==> src/rtl/htfd_pkg.sv <==
package htfd_pkg;

  localparam int RAW_W   = 20;
  localparam int HUM_W   = 14;
  localparam int TEMP_W  = 15;
  localparam int POS_W   = 3;
  localparam int PAY_W   = 40;   // bytes 1..5; byte 0 only feeds the CRC

  localparam logic [7:0]       CRC_POLY    = 8'h31;
  localparam logic [7:0]       CRC_INIT    = 8'hFF;
  localparam logic [7:0]       NO_CHECKSUM = 8'hFF;
  localparam logic [POS_W-1:0] LAST_POS    = 3'd6;

  localparam logic [RAW_W:0]   RAW_MAX     = 21'd1048575;
  localparam logic [13:0]      HUM_SCALE   = 14'd10000;
  localparam logic [14:0]      TEMP_SCALE  = 15'd20000;
  localparam logic [HUM_W-1:0] HUM_MAX     = 14'd10000;
  localparam logic signed [15:0] TEMP_OFFSET = 16'sd5000;
  localparam logic signed [15:0] TEMP_MIN    = -16'sd4000;
  localparam logic signed [15:0] TEMP_MAX    = 16'sd8500;

  typedef struct packed {
    logic             frame_ok;
    logic             checksum_present;
    logic [RAW_W-1:0] raw_humidity;
    logic [RAW_W-1:0] raw_temperature;
  } frame_t;

  // One byte of CRC-8, MSB first.
  function automatic logic [7:0] crc8_step(input logic [7:0] crc, input logic [7:0] b);
    logic [7:0] c;
    c = crc ^ b;
    for (int i = 0; i < 8; i++) begin
      if (c[7]) begin
        c = {c[6:0], 1'b0} ^ CRC_POLY;
      end else begin
        c = {c[6:0], 1'b0};
      end
    end
    return c;
  endfunction

endpackage

==> src/rtl/htfd_assembler.sv <==
module htfd_assembler (
  input  logic                clk,
  input  logic                rst_n,
  input  logic                in_valid,
  output logic                in_ready,
  input  logic [7:0]          rx_byte,
  input  logic                frame_start,
  output logic                frm_valid,
  input  logic                frm_ready,
  output htfd_pkg::frame_t    frm
);
  import htfd_pkg::*;

  logic [POS_W-1:0] pos_r, pos_nxt;
  logic [7:0]       crc_r, crc_nxt;
  logic [PAY_W-1:0] pay_r, pay_nxt;
  logic             frm_valid_r, frm_valid_nxt;
  frame_t           frm_r, frm_nxt;

  logic [POS_W-1:0] pos_eff;
  logic [7:0]       crc_eff;
  logic [PAY_W-1:0] pay_eff;
  logic             accept;
  logic             present;

  assign in_ready  = !frm_valid_r || frm_ready;
  assign accept    = in_valid && in_ready;
  assign frm_valid = frm_valid_r;
  assign frm       = frm_r;

  // A start flag throws away whatever partial frame is held.
  assign pos_eff = frame_start ? '0 : pos_r;
  assign crc_eff = frame_start ? CRC_INIT : crc_r;
  assign pay_eff = frame_start ? '0 : pay_r;
  assign present = (rx_byte != NO_CHECKSUM);

  always_comb begin
    pos_nxt       = pos_r;
    crc_nxt       = crc_r;
    pay_nxt       = pay_r;
    frm_nxt       = frm_r;
    frm_valid_nxt = frm_valid_r && !frm_ready;
    if (accept) begin
      if (pos_eff < LAST_POS) begin
        crc_nxt = crc8_step(crc_eff, rx_byte);
        pay_nxt = {pay_eff[PAY_W-9:0], rx_byte};
        pos_nxt = pos_eff + 1'b1;
      end else begin
        frm_nxt.checksum_present = present;
        frm_nxt.frame_ok         = !present || (crc_eff == rx_byte);
        frm_nxt.raw_humidity     = pay_eff[2*RAW_W-1:RAW_W];
        frm_nxt.raw_temperature  = pay_eff[RAW_W-1:0];
        frm_valid_nxt            = 1'b1;
        pos_nxt                  = '0;
        crc_nxt                  = CRC_INIT;
        pay_nxt                  = '0;
      end
    end
  end

  always_ff @(posedge clk) begin
    if (!rst_n) begin
      pos_r       <= '0;
      crc_r       <= CRC_INIT;
      pay_r       <= '0;
      frm_valid_r <= 1'b0;
    end else begin
      pos_r       <= pos_nxt;
      crc_r       <= crc_nxt;
      pay_r       <= pay_nxt;
      frm_valid_r <= frm_valid_nxt;
    end
  end

  always_ff @(posedge clk) begin
    frm_r <= frm_nxt;
  end

endmodule

==> src/rtl/htfd_scaler.sv <==
module htfd_scaler (
  input  logic                              clk,
  input  logic                              rst_n,
  input  logic                              frm_valid,
  output logic                              frm_ready,
  input  htfd_pkg::frame_t                  frm,
  output logic                              out_valid,
  input  logic                              out_ready,
  output htfd_pkg::frame_t                  out_frm,
  output logic [htfd_pkg::HUM_W-1:0]        humidity_centi,
  output logic signed [htfd_pkg::TEMP_W-1:0] temperature_centi
);
  import htfd_pkg::*;

  logic                     out_valid_r, out_valid_nxt;
  frame_t                   frm_out_r;
  logic [HUM_W-1:0]         hum_r, hum_nxt;
  logic signed [TEMP_W-1:0] temp_r, temp_nxt;

  logic [33:0]        prod_h;
  logic [34:0]        prod_t;
  logic [RAW_W:0]     rem_h, rem_t;
  logic [HUM_W-1:0]   q_h;
  logic [14:0]        q_t;
  logic signed [15:0] temp_w;
  logic               load;

  assign frm_ready = !out_valid_r || out_ready;
  assign load      = frm_valid && frm_ready;

  // Division by 2^20-1: N = q0*2^20 + L = q0*(2^20-1) + (q0 + L), and
  // q0 + L stays below twice the divisor, so one correction step suffices.
  always_comb begin
    prod_h = frm.raw_humidity * HUM_SCALE;
    rem_h  = {1'b0, prod_h[RAW_W-1:0]} + {7'd0, prod_h[33:RAW_W]};
    q_h    = prod_h[33:RAW_W] + ((rem_h >= RAW_MAX) ? 14'd1 : 14'd0);
    hum_nxt = (q_h > HUM_MAX) ? HUM_MAX : q_h;

    prod_t = frm.raw_temperature * TEMP_SCALE;
    rem_t  = {1'b0, prod_t[RAW_W-1:0]} + {6'd0, prod_t[34:RAW_W]};
    q_t    = prod_t[34:RAW_W] + ((rem_t >= RAW_MAX) ? 15'd1 : 15'd0);
    temp_w = $signed({1'b0, q_t}) - TEMP_OFFSET;
    if (temp_w < TEMP_MIN) begin
      temp_nxt = TEMP_MIN[TEMP_W-1:0];
    end else if (temp_w > TEMP_MAX) begin
      temp_nxt = TEMP_MAX[TEMP_W-1:0];
    end else begin
      temp_nxt = temp_w[TEMP_W-1:0];
    end
  end

  always_comb begin
    out_valid_nxt = out_valid_r;
    if (load) begin
      out_valid_nxt = 1'b1;
    end else if (out_ready) begin
      out_valid_nxt = 1'b0;
    end
  end

  always_ff @(posedge clk) begin
    if (!rst_n) begin
      out_valid_r <= 1'b0;
    end else begin
      out_valid_r <= out_valid_nxt;
    end
  end

  always_ff @(posedge clk) begin
    if (load) begin
      frm_out_r <= frm;
      hum_r     <= hum_nxt;
      temp_r    <= temp_nxt;
    end
  end

  assign out_valid         = out_valid_r;
  assign out_frm           = frm_out_r;
  assign humidity_centi    = hum_r;
  assign temperature_centi = temp_r;

endmodule

==> src/rtl/humidity_temp_frame_decoder_core.sv <==
// Channel | Direction | Beat contents
// in_     | slave     | tdata[7:0] rx_byte; tuser[0] frame_start
// out_    | master    | tdata: raw_humidity, raw_temperature, humidity_centi,
//         |           |        temperature_centi; tuser: frame_ok, checksum_present
//
// One byte beat is taken per clock while in_tready is high. Six of every seven
// beats only update the running CRC and the payload shift register; the seventh
// produces one result. The edge that accepts the seventh byte loads the frame
// register. The scaling logic sits between that register and the output
// register, which loads the scaled result once it is free to take it.
// Reset (rst_n low, synchronous) empties both stages and rewinds the frame to
// byte 0 with the CRC at 0xFF. A stall on out_ holds the output register; once
// the frame register also holds a result, in_tready drops for every byte until
// the output register frees up.
module humidity_temp_frame_decoder_core (
  input  logic        clk,
  input  logic        rst_n,
  input  logic        in_tvalid,
  output logic        in_tready,
  input  logic [7:0]  in_tdata,   // [7:0] rx_byte
  input  logic [0:0]  in_tuser,   // [0] frame_start
  output logic        out_tvalid,
  input  logic        out_tready,
  output logic [71:0] out_tdata,  // [19:0] raw_humidity, [39:20] raw_temperature,
                                  // [53:40] humidity_centi, [68:54] temperature_centi,
                                  // [71:69] zero
  output logic [1:0]  out_tuser   // [0] frame_ok, [1] checksum_present
);
  import htfd_pkg::*;

  frame_t                   frm;
  frame_t                   out_frm;
  logic                     frm_valid;
  logic                     frm_ready;
  logic [HUM_W-1:0]         humidity_centi;
  logic signed [TEMP_W-1:0] temperature_centi;
  logic                     in_rdy_raw;

  // Byte assembly, CRC check and the frame register.
  htfd_assembler u_asm (
    .clk         (clk),
    .rst_n       (rst_n),
    .in_valid    (in_tvalid),
    .in_ready    (in_rdy_raw),
    .rx_byte     (in_tdata),
    .frame_start (in_tuser[0]),
    .frm_valid   (frm_valid),
    .frm_ready   (frm_ready),
    .frm         (frm)
  );

  // Scaling to hundredths and the output register.
  htfd_scaler u_scl (
    .clk               (clk),
    .rst_n             (rst_n),
    .frm_valid         (frm_valid),
    .frm_ready         (frm_ready),
    .frm               (frm),
    .out_valid         (out_tvalid),
    .out_ready         (out_tready),
    .out_frm           (out_frm),
    .humidity_centi    (humidity_centi),
    .temperature_centi (temperature_centi)
  );

  assign in_tready = in_rdy_raw;

  assign out_tdata = {3'b000, temperature_centi, humidity_centi,
                      out_frm.raw_temperature, out_frm.raw_humidity};
  assign out_tuser = {out_frm.checksum_present, out_frm.frame_ok};

endmodule

==> config.mk <==
export PLATFORM = sky130hd
export DESIGN_NAME = humidity_temp_frame_decoder_core
export DESIGN_NICKNAME = d
export VERILOG_FILES = /design/src/rtl/htfd_pkg.sv /design/src/rtl/htfd_assembler.sv /design/src/rtl/htfd_scaler.sv /design/src/rtl/humidity_temp_frame_decoder_core.sv
export SDC_FILE = /design/constraint.sdc
export NUM_CORES = 1
export LEC_CHECK = 0
export BUFFER_PORTS_ARGS = -buffer_cell sky130_fd_sc_hd__buf_2
export CAP_MARGIN = 20
export CORE_ASPECT_RATIO = 0.5
export CORE_MARGIN = 8
export CORE_UTILIZATION = 30
export DETAILED_ROUTE_END_ITERATION = 6
export SYNTH_ARGS = -nofsm -noshare
export SYNTH_HDL_FRONTEND = slang
export SYNTH_SLANG_ARGS = --single-unit
==> constraint.sdc <==
create_clock -name clk -period 18.9 [get_ports clk]
set_clock_uncertainty 0.2 [all_clocks]
set_input_delay 5.67 -clock clk [delete_from_list [all_inputs] [get_ports clk]]
set_output_delay 5.67 -clock clk [all_outputs]
set_load 0.1 [all_outputs]
# After elaboration in Yosys (flattened, before gate mapping)
# Index checks and enable logic that the tools add are counted.
dict set report classes {
  add_sub_neg 6
  mul 2
  n_lt_le_gt_ge 6
  n_eq_ne 2
  n_mux 35
  bitwise_logic 10
  reduce_logical 13
}
# cell count
set op_table {}
lappend op_table {{$mux 8} 16}
lappend op_table {{$mul 20x10->30 const B} 2}
lappend op_table {{$mux 6} 8}
lappend op_table {{$ge 21x20->1 const B} 2}
lappend op_table {{$mux 40} 1}
lappend op_table {{$mux 32} 1}
lappend op_table {{$not 3->3} 8}
lappend op_table {{$add 20x14->21} 1}
lappend op_table {{$add 20x15->21} 1}
lappend op_table {{$gt 16x15->1 const B} 1}
lappend op_table {{$lt 16x13->1 const B} 1}
lappend op_table {{$sub 15x13->16 const B} 1}
lappend op_table {{$add 15x15->15} 1}
lappend op_table {{$mux 15} 1}
lappend op_table {{$add 14x14->14} 1}
lappend op_table {{$gt 14x14->1 const B} 1}
lappend op_table {{$eq 8x8->1} 1}
lappend op_table {{$ne 8x8->1 const B} 1}
lappend op_table {{$xor 8x8->8} 1}
lappend op_table {{$mux 1} 6}
lappend op_table {{$mux 3} 2}
lappend op_table {{$logic_not 1->1} 4}
lappend op_table {{$add 3x1->3 const B} 1}
lappend op_table {{$logic_and 1x1->1} 3}
lappend op_table {{other kinds (6)} 8}
dict set report totals {
  register_bits 166
  in_bits 13
  out_inout_bits 76
  elab_cells 91
}

# Longest topological paths before layout
dict set report depth {
  word_depth 33
  ltp_mapped 48
  mapped_depth_nobuf 45
}

# Hierarchy
# From an unflattened synthesis, not the netlist that was laid out.
dict set report hier_totals {
  cells_unflattened 1636
  area_unflattened_um2 15765.1
}
# module n_inst cells_each area_per_inst_um2 seq_area_each_um2
set by_module_without_submodules {}
lappend by_module_without_submodules {htfd_scaler 1 1289 11935.2 2152.1}
lappend by_module_without_submodules {htfd_assembler 1 343 3803.6 2302.2}
lappend by_module_without_submodules {humidity_temp_frame_decoder_core 1 4 26.3 0.0}

# Worst setup path after synthesis
# Ideal clock, no wire load.
dict set report synth_timing {
  kind {in2out}
  startpoint {input out_tready}
  endpoint {output in_tready}
  arrival_time_ns 6.425
  required_time_ns 13.030
  slack_ns 6.605
  cell_stages 2
  n_path_buf 0
  cell_sequence {nor2b_1 nand2_1}
}
dict set report synth_via {
  elab_chain_cells 2
}
# element line_no
set synth_rtl {}
lappend synth_rtl {{from (decl)} humidity_temp_frame_decoder_core.sv:23} ;# input logic out_tready,
lappend synth_rtl {{$logic_or 1x1->1} htfd_scaler.sv:28} ;# assign frm_ready = !out_valid_r || out_ready;
lappend synth_rtl {{$logic_or 1x1->1} htfd_assembler.sv:26} ;# assign in_ready = !frm_valid_r || frm_ready;
lappend synth_rtl {{to (decl)} humidity_temp_frame_decoder_core.sv:19} ;# output logic in_tready,
# No other way between the ends.

# Worst setup path after layout
# Same ends and word-level chain as after synthesis.

==> results.md <==
- Outcome: finished, final reports clean
- P_sw: 0.217 mW
- Final core occ: 34.1%
- Syn Area/Cell: 9.44 µm²
- Period utilization: 65.5%
- Reg2reg setup slack: 7.47 ns
- Final std cells w/o fill: 2,407
- Placed inst area: 16,600 µm²
- Final Hold Viols: 0
- Global route total overflow: 0
- Clk network pwr share: 46.0%
- Multiplexer share of the synthesized area: 0.325%
- Crit-path max FO: 4
- DP HPWL: 26,600 µm
- Post-layout total power: 0.807 mW
- #FFs+latches synth: 166
- Initial Util: 30.5%
- Routed WL per cell: 14.1 µm
- Largest family of logic cells by synthesized area: adder cells
- Main synth FF type: edfxtp_1
- CTS root buf: clkbuf_16
- Yosys synthesis warning count: 0
- Setup violators final: 0
- Critical Path AT: 6.51 ns
- Pre-antenna DRT Iters: 7
- ANT nets after route: 0
- Io pins: 89
- Post-synthesis xor/xnor area fraction: 6.26%
- GRT Util Overall: 11.4%
- Total routed wirelength: 33,900 µm
- Gate power share: 5.5%
- Post-CTS Resized: 0
- DRC Markers: 0
- Crit end category: primary output
- Min Tclk post-route: 12.38 ns
- Share of cells above drive strength 1: 9.90%
- Unrepaired setup endpoints after global routing: no
- Crit path required time: 13.03 ns
- Die width: 337 µm
- P_int: 0.589 mW
- Worst setup SP type: primary input
- Pre-CTS setup slack: 6.51 ns
- Post-CTS setup buffers: 0
- Clock Latency Late Sink: 0.46 ns
- Ys async rst share: 0%
- Sw Share: 26.9%
- Slew margin rel.: 27.9%
- Cts hold-fix bufs: 0
- Via density: 4.63
- IO Port Bufs: 85
- Number of global-route vias before repair: 10,600
- Number of fill cells: 5,231
- Slew Limit Fails: 0
- Num CTS Buffers: 17
- Seq/Total Area, Yosys: 28.9%
- Final setup TNS: 0 ns
- Maximum clock frequency: 80.8 MHz
- Vias: 11,200
- Die Height: 176 µm
- H-tree levels: 4
- Starting DRT DRC Count: 631
- Finished Cell Area: 17,200 µm²
- First-pass GRT wire length: 55,400 µm
- HP Class: register to register
- Max clock buf depth: 2
- Row cnt: 58
- Placed Cells: 2,374
- Leakage dissipation: 7.61 nW
- EDFF count, synth: 113
- Slew @ Worst Pin: 1.08 ns
- Crit path kind: primary input to primary output
- Pwr per Cell Area: 46.8 nW/µm²
- Clock sink count: 166
- Fin nets: 2,002
- CTS tree: yes
- Clk slew on worst S/H paths: 0.09 ns
- Core Area: 50,500 µm²
- Register area: 4450 µm²
- Synth Instances: 1,634
- GPL Wtd Cong: 0.834
- Multi-input combinational cell area: 9660 µm²
- Initial antenna violation count: 0
- Post-Synth Adder-Cell Area: 28.1%
- Synth Area in Simple Gates: 13.8%
- Peak VDD IR: 0.0533 mV
- Synth unique cells: 101
- Final Hold Slack: 0.247 ns
- Number of antenna repair diodes: 0
- Die area: 59,300 µm²
- Synthesized cell area: 15,400 µm²
- Final WS setup: 6.52 ns
- Largest net degree at the start of global routing: 59
- Max-Cap Viols: 0
- P&R area growth vs syn: 11.8%
- Post-synthesis compound-gate area fraction: 14.0%
- Sequential share of power: 48.5%
==> flip-flops by register name, indices dropped and copies added, names as in the netlist <==
name / flops
u_scl.humidity_centi: 14
u_asm.crc_r: 8
u_asm.frm: 42
u_scl.temperature_centi: 15
u_scl.out_frm: 42
u_asm.pay_r: 40
u_asm.frm_valid: 1
u_scl.out_valid: 1
u_asm.pos_r: 3
==> final timing paths <==
path,startpoint,end,cells past startpoint
min reg2reg,u_asm.frm[40]$_DFFE_PP_,u_scl.out_frm[40]$_DFFE_PP_,0
max,out_tready,in_tready,4
max reg2reg,u_asm.frm[11]$_DFFE_PP_,u_scl.temperature_centi[5]$_SDFFCE_PP1P_,42
min,u_asm.frm[40]$_DFFE_PP_,u_scl.out_frm[40]$_DFFE_PP_,0
==> area by class of cell <==
class	count	share of cell area [%]
repair buffers	90	2.80
multi-input cells	1128	56.1
clock inverters	15	1.23
inverters	301	6.56
flip-flops and latches	166	25.8
clock buffers	17	2.47
well taps	690	5.01
==> metal layers <==
layer | track usage, % | routed length (µm) | share of wire [%] | up-vias
li1 | - | - | - | 5681
met1 | 15.5 | 16500 | 49 | 5298
met5 | 0 | 0 | 0 | -
met4 | 2.23 | 306 | 0.90 | 0
met2 | 19.2 | 16100 | 47 | 150
met3 | 1.97 | 999 | 2.9 | 23
==> critical path, stage by stage <==
cell,delay [ns]
buf_2,0.10
nor2b_1,0.26
nand2_1,0.16
buf_2,0.32
==> cell usage in the layout (no fill, tap or decap), types with 6 or more instances in the layout <==
cell | netlist | final
a211oi_1 | 8 | 8
a21boi_0 | 8 | 8
a21o_1 | 32 | 32
a21oi_1 | 99 | 99
and2_1 | 10 | 10
and3_1 | 8 | 8
buf_2 | 3 | 85
clkbuf_16 | 0 | 17
clkinv_8 | 0 | 6
dfxtp_1 | 53 | 53
edfxtp_1 | 113 | 113
fa_1 | 96 | 96
ha_1 | 189 | 189
inv_1 | 298 | 298
nand2_1 | 143 | 141
nand2b_1 | 16 | 16
nand3_1 | 19 | 19
nand4_1 | 12 | 12
nor2_1 | 57 | 57
nor2b_1 | 52 | 51
nor3_1 | 35 | 35
nor4_1 | 16 | 16
o211ai_1 | 21 | 21
o21a_1 | 10 | 10
o21ai_0 | 40 | 40
o21ai_1 | 9 | 9
o21bai_1 | 9 | 9
or3_1 | 7 | 7
xnor2_1 | 63 | 63
xor2_1 | 38 | 38
==> cells in the mapped netlist, types with 12 or more instances <==
| cell | count | area, µm² |
|---|---|---|
| o21ai_0 | 40 | 200 |
| nor2b_1 | 52 | 325 |
| a21o_1 | 32 | 240 |
| fa_1 | 96 | 1920 |
| xnor2_1 | 63 | 552 |
| dfxtp_1 | 53 | 1060 |
| a21oi_1 | 99 | 495 |
| ha_1 | 189 | 2360 |
| xor2_1 | 38 | 333 |
| edfxtp_1 | 113 | 3390 |
| clkbuf_1 | 26 | 97.6 |
| inv_1 | 298 | 1120 |
| nand2b_1 | 16 | 100 |
| o211ai_1 | 21 | 158 |
| nor2_1 | 57 | 214 |
| nor4_1 | 16 | 100 |
| nand4_1 | 12 | 75.1 |
| nor3_1 | 35 | 175 |
| nand3_1 | 19 | 95.1 |
| nand2_1 | 143 | 537 |
==> cells by family (layout without fill, tap and decap cells) <==
family / count (synthesis) / after routing
and+or+nand+nor: 414 / 414
buffers and inverters: 342 / 423
other: 1 / 3
muxes: 5 / 5
DFF: 166 / 166
AOI/OAI and AO/OA: 312 / 312
adders and majority gates: 289 / 289
xor gates and xnor gates: 105 / 105
==> power by group through the flow <==
stage	registers, mW	logic [mW]	clock network [mW]
after floorplan	0.398	0.0363	0
after global placement	0.399	0.0431	0
after detailed placement	0.400	0.0432	0
after CTS	0.391	0.0436	0.382
after global routing	0.392	0.0490	0.393
final	0.391	0.0441	0.371
Note: power is estimated with default switching activity, not from simulation.
